<file path="src/sv/bdrm_pkg.sv">
`timescale 1ns / 1ps

package bdrm_pkg;

  // Fixed field widths of the channels.
  localparam int WORD_W  = 64;
  localparam int IDX_W   = 16;
  localparam int DIST_W  = 9;
  localparam int CNT_W   = 2;
  localparam int CFG_W   = 8;
  localparam int ADDR_W  = 4;
  localparam int APB_W   = 32;
  localparam int PROD_W  = 18;

  // A distance of 257 stands for "no candidate yet".
  localparam logic [DIST_W-1:0] DIST_NONE = 9'd257;
  localparam logic [CNT_W-1:0]  CNT_ZERO  = 2'd0;
  localparam logic [CNT_W-1:0]  CNT_TWO   = 2'd2;

  // Configuration register indexes (byte address bits [3:2]).
  localparam logic [1:0] REG_RATIO_NUM = 2'd0;
  localparam logic [1:0] REG_RATIO_DEN = 2'd1;
  localparam logic [1:0] REG_ABS_NUM   = 2'd2;
  localparam logic [1:0] REG_ABS_DEN   = 2'd3;

  localparam logic [CFG_W-1:0] RATIO_NUM_RST = 8'd4;
  localparam logic [CFG_W-1:0] RATIO_DEN_RST = 8'd5;
  localparam logic [CFG_W-1:0] ABS_NUM_RST   = 8'd3;
  localparam logic [CFG_W-1:0] ABS_DEN_RST   = 8'd10;

  typedef struct packed {
    logic [WORD_W-1:0] query_w0;
    logic [WORD_W-1:0] query_w1;
    logic [WORD_W-1:0] query_w2;
    logic [WORD_W-1:0] query_w3;
    logic [WORD_W-1:0] cand_w0;
    logic [WORD_W-1:0] cand_w1;
    logic [WORD_W-1:0] cand_w2;
    logic [WORD_W-1:0] cand_w3;
    logic [IDX_W-1:0]  cand_index;
    logic              last_cand;
  } in_item_t;

  typedef struct packed {
    logic              matched;
    logic [IDX_W-1:0]  best_index;
    logic [DIST_W-1:0] best_distance;
    logic [DIST_W-1:0] second_distance;
    logic [CNT_W-1:0]  cand_count;
  } out_item_t;

  // One candidate after the distance stage.
  typedef struct packed {
    logic              valid;
    logic              last;
    logic [IDX_W-1:0]  index;
    logic [DIST_W-1:0] distance;
  } dist_beat_t;

  typedef struct packed {
    logic [CFG_W-1:0] ratio_num;
    logic [CFG_W-1:0] ratio_den;
    logic [CFG_W-1:0] abs_num;
    logic [CFG_W-1:0] abs_den;
  } cfg_regs_t;

  function automatic logic [3:0] popcount8(input logic [7:0] v);
    logic [3:0] n;
    n = '0;
    for (int i = 0; i < 8; i++) begin
      n = n + 4'(v[i]);
    end
    return n;
  endfunction

endpackage

</file>
<file path="src/sv/bdrm_cfg.sv">
`timescale 1ns / 1ps

module bdrm_cfg (
  input  logic                        clk,
  input  logic                        rst_n,
  input  logic                        psel,
  input  logic                        penable,
  input  logic                        pwrite,
  input  logic [bdrm_pkg::ADDR_W-1:0] paddr,
  input  logic [bdrm_pkg::APB_W-1:0]  pwdata,
  output logic [bdrm_pkg::APB_W-1:0]  prdata,
  output logic                        pready,
  output bdrm_pkg::cfg_regs_t         cfg
);
  import bdrm_pkg::*;

  cfg_regs_t   cfg_r;
  logic        wr_en;
  logic [1:0]  reg_sel;

  assign pready  = 1'b1;
  assign wr_en   = psel && penable && pwrite;
  assign reg_sel = paddr[3:2];
  assign cfg     = cfg_r;

  always_ff @(posedge clk) begin
    if (!rst_n) begin
      cfg_r.ratio_num <= RATIO_NUM_RST;
      cfg_r.ratio_den <= RATIO_DEN_RST;
      cfg_r.abs_num   <= ABS_NUM_RST;
      cfg_r.abs_den   <= ABS_DEN_RST;
    end else if (wr_en) begin
      unique case (reg_sel)
        REG_RATIO_NUM: cfg_r.ratio_num <= pwdata[CFG_W-1:0];
        REG_RATIO_DEN: cfg_r.ratio_den <= pwdata[CFG_W-1:0];
        REG_ABS_NUM:   cfg_r.abs_num   <= pwdata[CFG_W-1:0];
        REG_ABS_DEN:   cfg_r.abs_den   <= pwdata[CFG_W-1:0];
        default:       cfg_r           <= cfg_r;
      endcase
    end
  end

  always_comb begin
    unique case (reg_sel)
      REG_RATIO_NUM: prdata = APB_W'(cfg_r.ratio_num);
      REG_RATIO_DEN: prdata = APB_W'(cfg_r.ratio_den);
      REG_ABS_NUM:   prdata = APB_W'(cfg_r.abs_num);
      REG_ABS_DEN:   prdata = APB_W'(cfg_r.abs_den);
      default:       prdata = '0;
    endcase
  end

endmodule

</file>
<file path="src/sv/bdrm_dist.sv">
`timescale 1ns / 1ps

module bdrm_dist #(
  parameter int DESC_BITS   = 256,
  parameter int INDEX_WIDTH = 16
) (
  input  logic                 clk,
  input  logic                 rst_n,
  input  logic                 advance,
  input  logic                 in_valid,
  input  bdrm_pkg::in_item_t   in_data,
  output bdrm_pkg::dist_beat_t beat
);
  import bdrm_pkg::*;

  localparam int NB         = (DESC_BITS + 7) / 8;
  localparam int NBP        = 2 ** $clog2(NB);
  localparam int PAD_W      = NBP * 8;
  localparam logic [IDX_W-1:0] IDX_MASK =
    (INDEX_WIDTH >= IDX_W) ? {IDX_W{1'b1}} : IDX_W'((64'd1 << INDEX_WIDTH) - 64'd1);

  logic [4*WORD_W-1:0]   query_all;
  logic [4*WORD_W-1:0]   cand_all;
  logic [4*WORD_W-1:0]   diff_all;

  logic                  s1_valid_r;
  logic                  s1_last_r;
  logic [IDX_W-1:0]      s1_index_r;
  logic [DESC_BITS-1:0]  s1_diff_r;

  logic [PAD_W-1:0]      diff_pad;
  logic [DIST_W-1:0]     node [2*NBP-1];

  dist_beat_t            beat_r;

  assign query_all = {in_data.query_w3, in_data.query_w2, in_data.query_w1, in_data.query_w0};
  assign cand_all  = {in_data.cand_w3, in_data.cand_w2, in_data.cand_w1, in_data.cand_w0};
  assign diff_all  = query_all ^ cand_all;

  // Input register: differing bits of the used part of the descriptor.
  always_ff @(posedge clk) begin
    if (!rst_n) begin
      s1_valid_r <= 1'b0;
    end else if (advance) begin
      s1_valid_r <= in_valid;
    end
  end

  always_ff @(posedge clk) begin
    if (advance) begin
      s1_last_r  <= in_data.last_cand;
      s1_index_r <= in_data.cand_index & IDX_MASK;
      s1_diff_r  <= diff_all[DESC_BITS-1:0];
    end
  end

  // Byte counts at the leaves, then a balanced adder tree.
  assign diff_pad = PAD_W'(s1_diff_r);

  for (genvar b = 0; b < NBP; b++) begin : g_leaf
    assign node[NBP-1+b] = DIST_W'(popcount8(diff_pad[b*8 +: 8]));
  end

  for (genvar i = 0; i < NBP - 1; i++) begin : g_tree
    assign node[i] = node[2*i+1] + node[2*i+2];
  end

  always_ff @(posedge clk) begin
    if (!rst_n) begin
      beat_r.valid <= 1'b0;
    end else if (advance) begin
      beat_r.valid <= s1_valid_r;
    end
  end

  always_ff @(posedge clk) begin
    if (advance) begin
      beat_r.last     <= s1_last_r;
      beat_r.index    <= s1_index_r;
      beat_r.distance <= node[0];
    end
  end

  assign beat = beat_r;

endmodule

</file>
<file path="src/sv/bdrm_track.sv">
`timescale 1ns / 1ps

module bdrm_track #(
  parameter int DESC_BITS = 256
) (
  input  logic                 clk,
  input  logic                 rst_n,
  input  logic                 advance,
  input  bdrm_pkg::dist_beat_t beat,
  input  bdrm_pkg::cfg_regs_t  cfg,
  output logic                 out_valid,
  output bdrm_pkg::out_item_t  out_data
);
  import bdrm_pkg::*;

  logic [DIST_W-1:0] near_dist_r;
  logic [DIST_W-1:0] second_dist_r;
  logic [IDX_W-1:0]  best_index_r;
  logic [CNT_W-1:0]  seen_count_r;

  logic [DIST_W-1:0] near_dist_nxt;
  logic [DIST_W-1:0] second_dist_nxt;
  logic [IDX_W-1:0]  best_index_nxt;
  logic [CNT_W-1:0]  seen_count_nxt;

  logic [PROD_W-1:0] ratio_lhs;
  logic [PROD_W-1:0] ratio_rhs;
  logic [PROD_W-1:0] abs_lhs;
  logic [PROD_W-1:0] abs_rhs;
  logic              passed;

  logic              out_valid_r;
  out_item_t         out_data_r;

  // A tie with the best falls into the second branch and lowers only the second.
  always_comb begin
    near_dist_nxt   = near_dist_r;
    second_dist_nxt = second_dist_r;
    best_index_nxt  = best_index_r;
    if (beat.distance < second_dist_r) begin
      if (beat.distance < near_dist_r) begin
        second_dist_nxt = near_dist_r;
        near_dist_nxt   = beat.distance;
        best_index_nxt  = beat.index;
      end else begin
        second_dist_nxt = beat.distance;
      end
    end
    seen_count_nxt = (seen_count_r == CNT_TWO) ? CNT_TWO : seen_count_r + 2'd1;
  end

  assign ratio_lhs = PROD_W'(near_dist_nxt) * PROD_W'(cfg.ratio_den);
  assign ratio_rhs = PROD_W'(cfg.ratio_num) * PROD_W'(second_dist_nxt);
  assign abs_lhs   = PROD_W'(near_dist_nxt) * PROD_W'(cfg.abs_den);
  assign abs_rhs   = PROD_W'(cfg.abs_num) * PROD_W'(DESC_BITS);

  assign passed = (seen_count_nxt == CNT_TWO) ? (ratio_lhs < ratio_rhs)
                                              : (abs_lhs < abs_rhs);

  always_ff @(posedge clk) begin
    if (!rst_n) begin
      near_dist_r   <= DIST_NONE;
      second_dist_r <= DIST_NONE;
      best_index_r  <= '0;
      seen_count_r  <= CNT_ZERO;
    end else if (advance && beat.valid) begin
      if (beat.last) begin
        near_dist_r   <= DIST_NONE;
        second_dist_r <= DIST_NONE;
        best_index_r  <= '0;
        seen_count_r  <= CNT_ZERO;
      end else begin
        near_dist_r   <= near_dist_nxt;
        second_dist_r <= second_dist_nxt;
        best_index_r  <= best_index_nxt;
        seen_count_r  <= seen_count_nxt;
      end
    end
  end

  always_ff @(posedge clk) begin
    if (!rst_n) begin
      out_valid_r <= 1'b0;
    end else if (advance) begin
      out_valid_r <= beat.valid && beat.last;
    end
  end

  always_ff @(posedge clk) begin
    if (advance) begin
      out_data_r.matched         <= passed;
      out_data_r.best_index      <= best_index_nxt;
      out_data_r.best_distance   <= near_dist_nxt;
      out_data_r.second_distance <= second_dist_nxt;
      out_data_r.cand_count      <= seen_count_nxt;
    end
  end

  assign out_valid = out_valid_r;
  assign out_data  = out_data_r;

endmodule

</file>
<file path="src/sv/binary_descriptor_ratio_matcher_top.sv">
`timescale 1ns / 1ps
// The last beat's result reaches out_valid through the distance and output registers.
// Throughput: one beat per cycle unless the output stalls, set by the best/second update loop.
// The three stages advance together; they halt only while a result waits on a stalled output.
// Reset (rst_n low at a clock edge) empties the pipeline, clears the best/second tracking
// and returns the configuration registers to 4/5 and 3/10.

module binary_descriptor_ratio_matcher_top #(
  parameter int DESC_BITS   = 256,
  parameter int INDEX_WIDTH = 16
) (
  input  logic                        clk,
  input  logic                        rst_n,

  input  logic                        in_valid,
  output logic                        in_stall,
  input  bdrm_pkg::in_item_t          in_data,

  output logic                        out_valid,
  input  logic                        out_stall,
  output bdrm_pkg::out_item_t         out_data,

  input  logic                        psel,
  input  logic                        penable,
  input  logic                        pwrite,
  input  logic [bdrm_pkg::ADDR_W-1:0] paddr,
  input  logic [bdrm_pkg::APB_W-1:0]  pwdata,
  output logic [bdrm_pkg::APB_W-1:0]  prdata,
  output logic                        pready
);
  import bdrm_pkg::*;

  cfg_regs_t  cfg;
  dist_beat_t beat;
  logic       advance;

  // The whole pipeline moves whenever the output register is empty or is being
  // taken this cycle. Beats that carry no result still pass through the output
  // stage, so the only hold-up is a finished result that the far side stalls.
  assign advance  = !out_valid || !out_stall;
  assign in_stall = !advance;

  bdrm_cfg u_cfg (
    .clk     (clk),
    .rst_n   (rst_n),
    .psel    (psel),
    .penable (penable),
    .pwrite  (pwrite),
    .paddr   (paddr),
    .pwdata  (pwdata),
    .prdata  (prdata),
    .pready  (pready),
    .cfg     (cfg)
  );

  // Stage one registers the differing bits; stage two counts them.
  bdrm_dist #(
    .DESC_BITS   (DESC_BITS),
    .INDEX_WIDTH (INDEX_WIDTH)
  ) u_dist (
    .clk      (clk),
    .rst_n    (rst_n),
    .advance  (advance),
    .in_valid (in_valid),
    .in_data  (in_data),
    .beat     (beat)
  );

  // Stage three folds the distance into the running best and second-best,
  // and on the last candidate of a set loads the decision into the output
  // register and clears the tracking for the next query.
  bdrm_track #(
    .DESC_BITS (DESC_BITS)
  ) u_track (
    .clk       (clk),
    .rst_n     (rst_n),
    .advance   (advance),
    .beat      (beat),
    .cfg       (cfg),
    .out_valid (out_valid),
    .out_data  (out_data)
  );

endmodule
</file>
<file path="config.mk">
export PLATFORM = sky130hd
export DESIGN_NAME = binary_descriptor_ratio_matcher_top
export DESIGN_NICKNAME = d
export VERILOG_FILES = /design/src/sv/bdrm_pkg.sv /design/src/sv/bdrm_cfg.sv /design/src/sv/bdrm_dist.sv /design/src/sv/bdrm_track.sv /design/src/sv/binary_descriptor_ratio_matcher_top.sv
export SDC_FILE = /design/constraint.sdc
export NUM_CORES = 2
export LEC_CHECK = 0
export ABC_AREA = 1
export BUFFER_PORTS_ARGS = -buffer_cell sky130_fd_sc_hd__buf_4
export CAP_MARGIN = 30
export CORE_MARGIN = 5
export CORE_UTILIZATION = 31
export DETAILED_ROUTE_END_ITERATION = 8
export PLACE_DENSITY = 0.47
export SLEW_MARGIN = 20
export SYNTH_ARGS = -nofsm -noshare
export SYNTH_HDL_FRONTEND = slang
export SYNTH_SLANG_ARGS = --single-unit
export TNS_END_PERCENT = 30
</file>
<file path="constraint.sdc">
create_clock -name clk -period 22.2 [get_ports clk]
set_input_delay 1.11 -clock clk [delete_from_list [all_inputs] [get_ports clk]]
set_output_delay 1.11 -clock clk [all_outputs]
set_load 0.05 [all_outputs]
</file>
==> results.md <==
- Most numerous cell on the critical path: fa_1
- Synth area leaders: edfxtp_1, fa_1, ha_1, inv_1, xor2_1
- Tmin final: 8.69 ns
- Largest net degree at the start of global routing: between 70 and 80
- Worst EP arrival: 9.06 ns
- Most frequent cells in the layout: inv_1, buf_4, fa_1
- Vias in the first global route: 23.3k
- Worst path slowest cell: fa_1
- Crit path buffers/inverters: 5
- CP delay by family, top: adder cells
- IO buf count: approximately 590
- Gpl congestion: 0.786
- Final worst-path cycle share: about two fifths
- Sequential share of the synthesized area: 35.6%
- N_diodes: 0
- FMAX: 0.115 GHz
- Post-CTS Resized: 0
- Top-area cell type share of the netlist area: a little under a third
- Initial antenna violation count: 0
- Synth area leader: edfxtp_1
- Layout cells sized above 1: between 10% and 20%
- CTS tree: yes
- Clock-pin slew on the worst setup and hold paths: ~0.060 ns
- GRT Total Usage: roughly 15%
- Clock sinks: between 400 and 500
- CP peak stage delay: 0.57 ns
- Postcts setup bufs: 0
- Row count: 118
- Post-Syn Instances: 3043
- Status: finished clean
- Leading cell type in the layout, fill and taps excluded: inv_1
- Die area: 111000 sq um
- Area of the multi-input gates: 17600 sq um
- Number of synthesized flops with an enable pin: 336
- Die X: 333 um
- Final net count: roughly 4.9k
- # hold bufs at CTS: 0
- Number of setup violations in the final report: 0
- Worst slew pin tran: 0.928 ns
- First-pass GRT wire length: 131000 um
- Setup TNS: 0 ns
- Worst Setup End Kind: register
- TritonCTS Buffers: 50
- Reg area: 11500 sq um
- Area Overhead vs Synth: 23.5%
- Chip height: around 330 um
- Worst-Skew Late Latency: 0.62 ns
- # DRC: 0
- Worst slew margin: 37.7%
- RSZ-0062 raised after global routing: no
- Syn Area/Cell: 10.6 sq um
- H-tree depth: 2
- Main synth FF type: edfxtp_1
- WL/cell: ~17 um
- Synthesized cell area: 32300 sq um
- Grt ovf: 0
- HPWL after DPL: about 71000 um
- Number of routed nets with antenna violations: 0
- Max-Cap Viols: 0
- Final-report max-slew violation count: 0
- Root buffer cell: clkbuf_16
- Drt total wl: 84600 um
- DRT iter0 DRCs: 718
- Crit Path Category: reg -> reg
- Clock Skew: 0.0311 ns
- Hold Crit Class: reg -> reg
- TritonRoute pass-1 iters: 5
- Seq cells post-synth: 407
- Vias: 21.2k
- WHS: 0.417 ns
- Number of fill cells: 10.3k
- Core footprint: slightly above 100000 sq um
- Drt via density: 4.17
- Crit-path max FO: 2
- Synth Warn #: 0
- Final hold viol count: 0
- Starting Density: 31.2%
- IO Pins: about 640
- Asr flop ratio synth: 0%
- Nature of the critical path startpoint: register
- Clk buf depth: 3
- Distinct cells, synth: between 40 and 50
- Crit path required time: between 20 and 25 ns
[per-stage QoR]
stage                     area (sq um)  worst slack (ns)  std cells  utilization (%)
after floorplan                  32400             10.26       3066                -
after global routing             39900             13.07       5087             38.6
after global placement           38400             13.44       4994             37.1
after detailed placement         38400             13.40       4994             37.1
after CTS                        39900             13.41       5086             38.6
final                            39900             13.51       5087             38.6
[per-layer routing]
layer / routed length, um / share of wire, % / global-route usage [%]
met1: 35000 / 41 / 18.9
met5: 0 / 0 / 0
met4: 1530 / 1.8 / 2.85
met2: 44300 / 52 / 28.3
met3: 3850 / 4.5 / 2.71
[final timing paths]
kind         slack [ns]  cells after the start         endpoint                 start
max               13.51                     26   u_dist.beat[8]  u_dist.diff_pad[161]
min                0.42                      0  u_dist.beat[11]  u_dist.s1_index_r[2]
max reg2reg       13.51                     26   u_dist.beat[8]  u_dist.diff_pad[161]
min reg2reg        0.42                      0  u_dist.beat[11]  u_dist.s1_index_r[2]
[synthesized netlist by cell type, types with 8 or more instances]
master / number
o21ai_1: 11
nand2_1: 290
a21oi_1: 118
buf_2: 8
fa_1: 376
nand3_1: 21
mux2_2: 16
ha_1: 266
o21ai_0: 90
inv_1: 778
edfxtp_1: 336
dfxtp_1: 71
o211ai_1: 19
xor2_1: 296
nor2_1: 203
xnor2_1: 29
clkinv_1: 9
clkbuf_1: 22
buf_4: 26
[kinds of logic (layout without fill, tap and decap cells)]
| group | Yosys count | in the layout | synth area share, % |
|---|---|---|---|
| other | 2 | 25 | 0.0232 |
| muxes | 16 | 16 | 0.557 |
| xor gates and xnor gates | 325 | 325 | 8.81 |
| and+or+nand+nor | 539 | 539 | 6.71 |
| buffers and inverters | 847 | 1488 | 10.2 |
| DFF | 407 | 407 | 35.6 |
| adders and majority gates | 642 | 642 | 33.6 |
| AOI/OAI and AO/OA | 265 | 265 | 4.51 |
[sequential cells by signal (all words and copies together) (netlist names)]
register	cells
u_cfg.cfg	32
u_track.best_index_r	16
u_track.near_dist_r	9
u_dist.s1_valid_r	1
u_track.seen_count_r	2
u_dist.s1_index_r	16
u_track.out_data	37
u_dist.diff_pad	256
u_track.out_valid	1
u_dist.s1_last_r	1
u_track.second_dist_r	9
u_dist.beat	27
[cell type report]
type | instances | area share (%)
well taps | 1380 | 4.32
inverters | 790 | 7.43
clock inverters | 32 | 0.633
flip-flops and latches | 407 | 28.8
multi-input cells | 1812 | 44.1
repair buffers | 606 | 11.4
clock buffers | 60 | 3.28
[worst register-to-register path, stage by stage, from the launching register on]
cell	delay, ns
edfxtp_1	0.39
ha_1	0.29
inv_1	0.05
fa_1	0.50
fa_1	0.52
fa_1	0.47
fa_1	0.39
xor2_1	0.21
fa_1	0.52
fa_1	0.58
inv_1	0.06
fa_1	0.53
fa_1	0.47
fa_1	0.54
fa_1	0.55
inv_1	0.06
fa_1	0.50
fa_1	0.47
inv_1	0.06
ha_1	0.14
inv_1	0.06
fa_1	0.40
o21ai_0	0.29
nand2_1	0.09
a21oi_1	0.13
nor2_1	0.06
xnor2_1	0.12
Power is not shown: default switching activity piles up to over one toggle a cycle in this logic, so the estimate is an artifact.
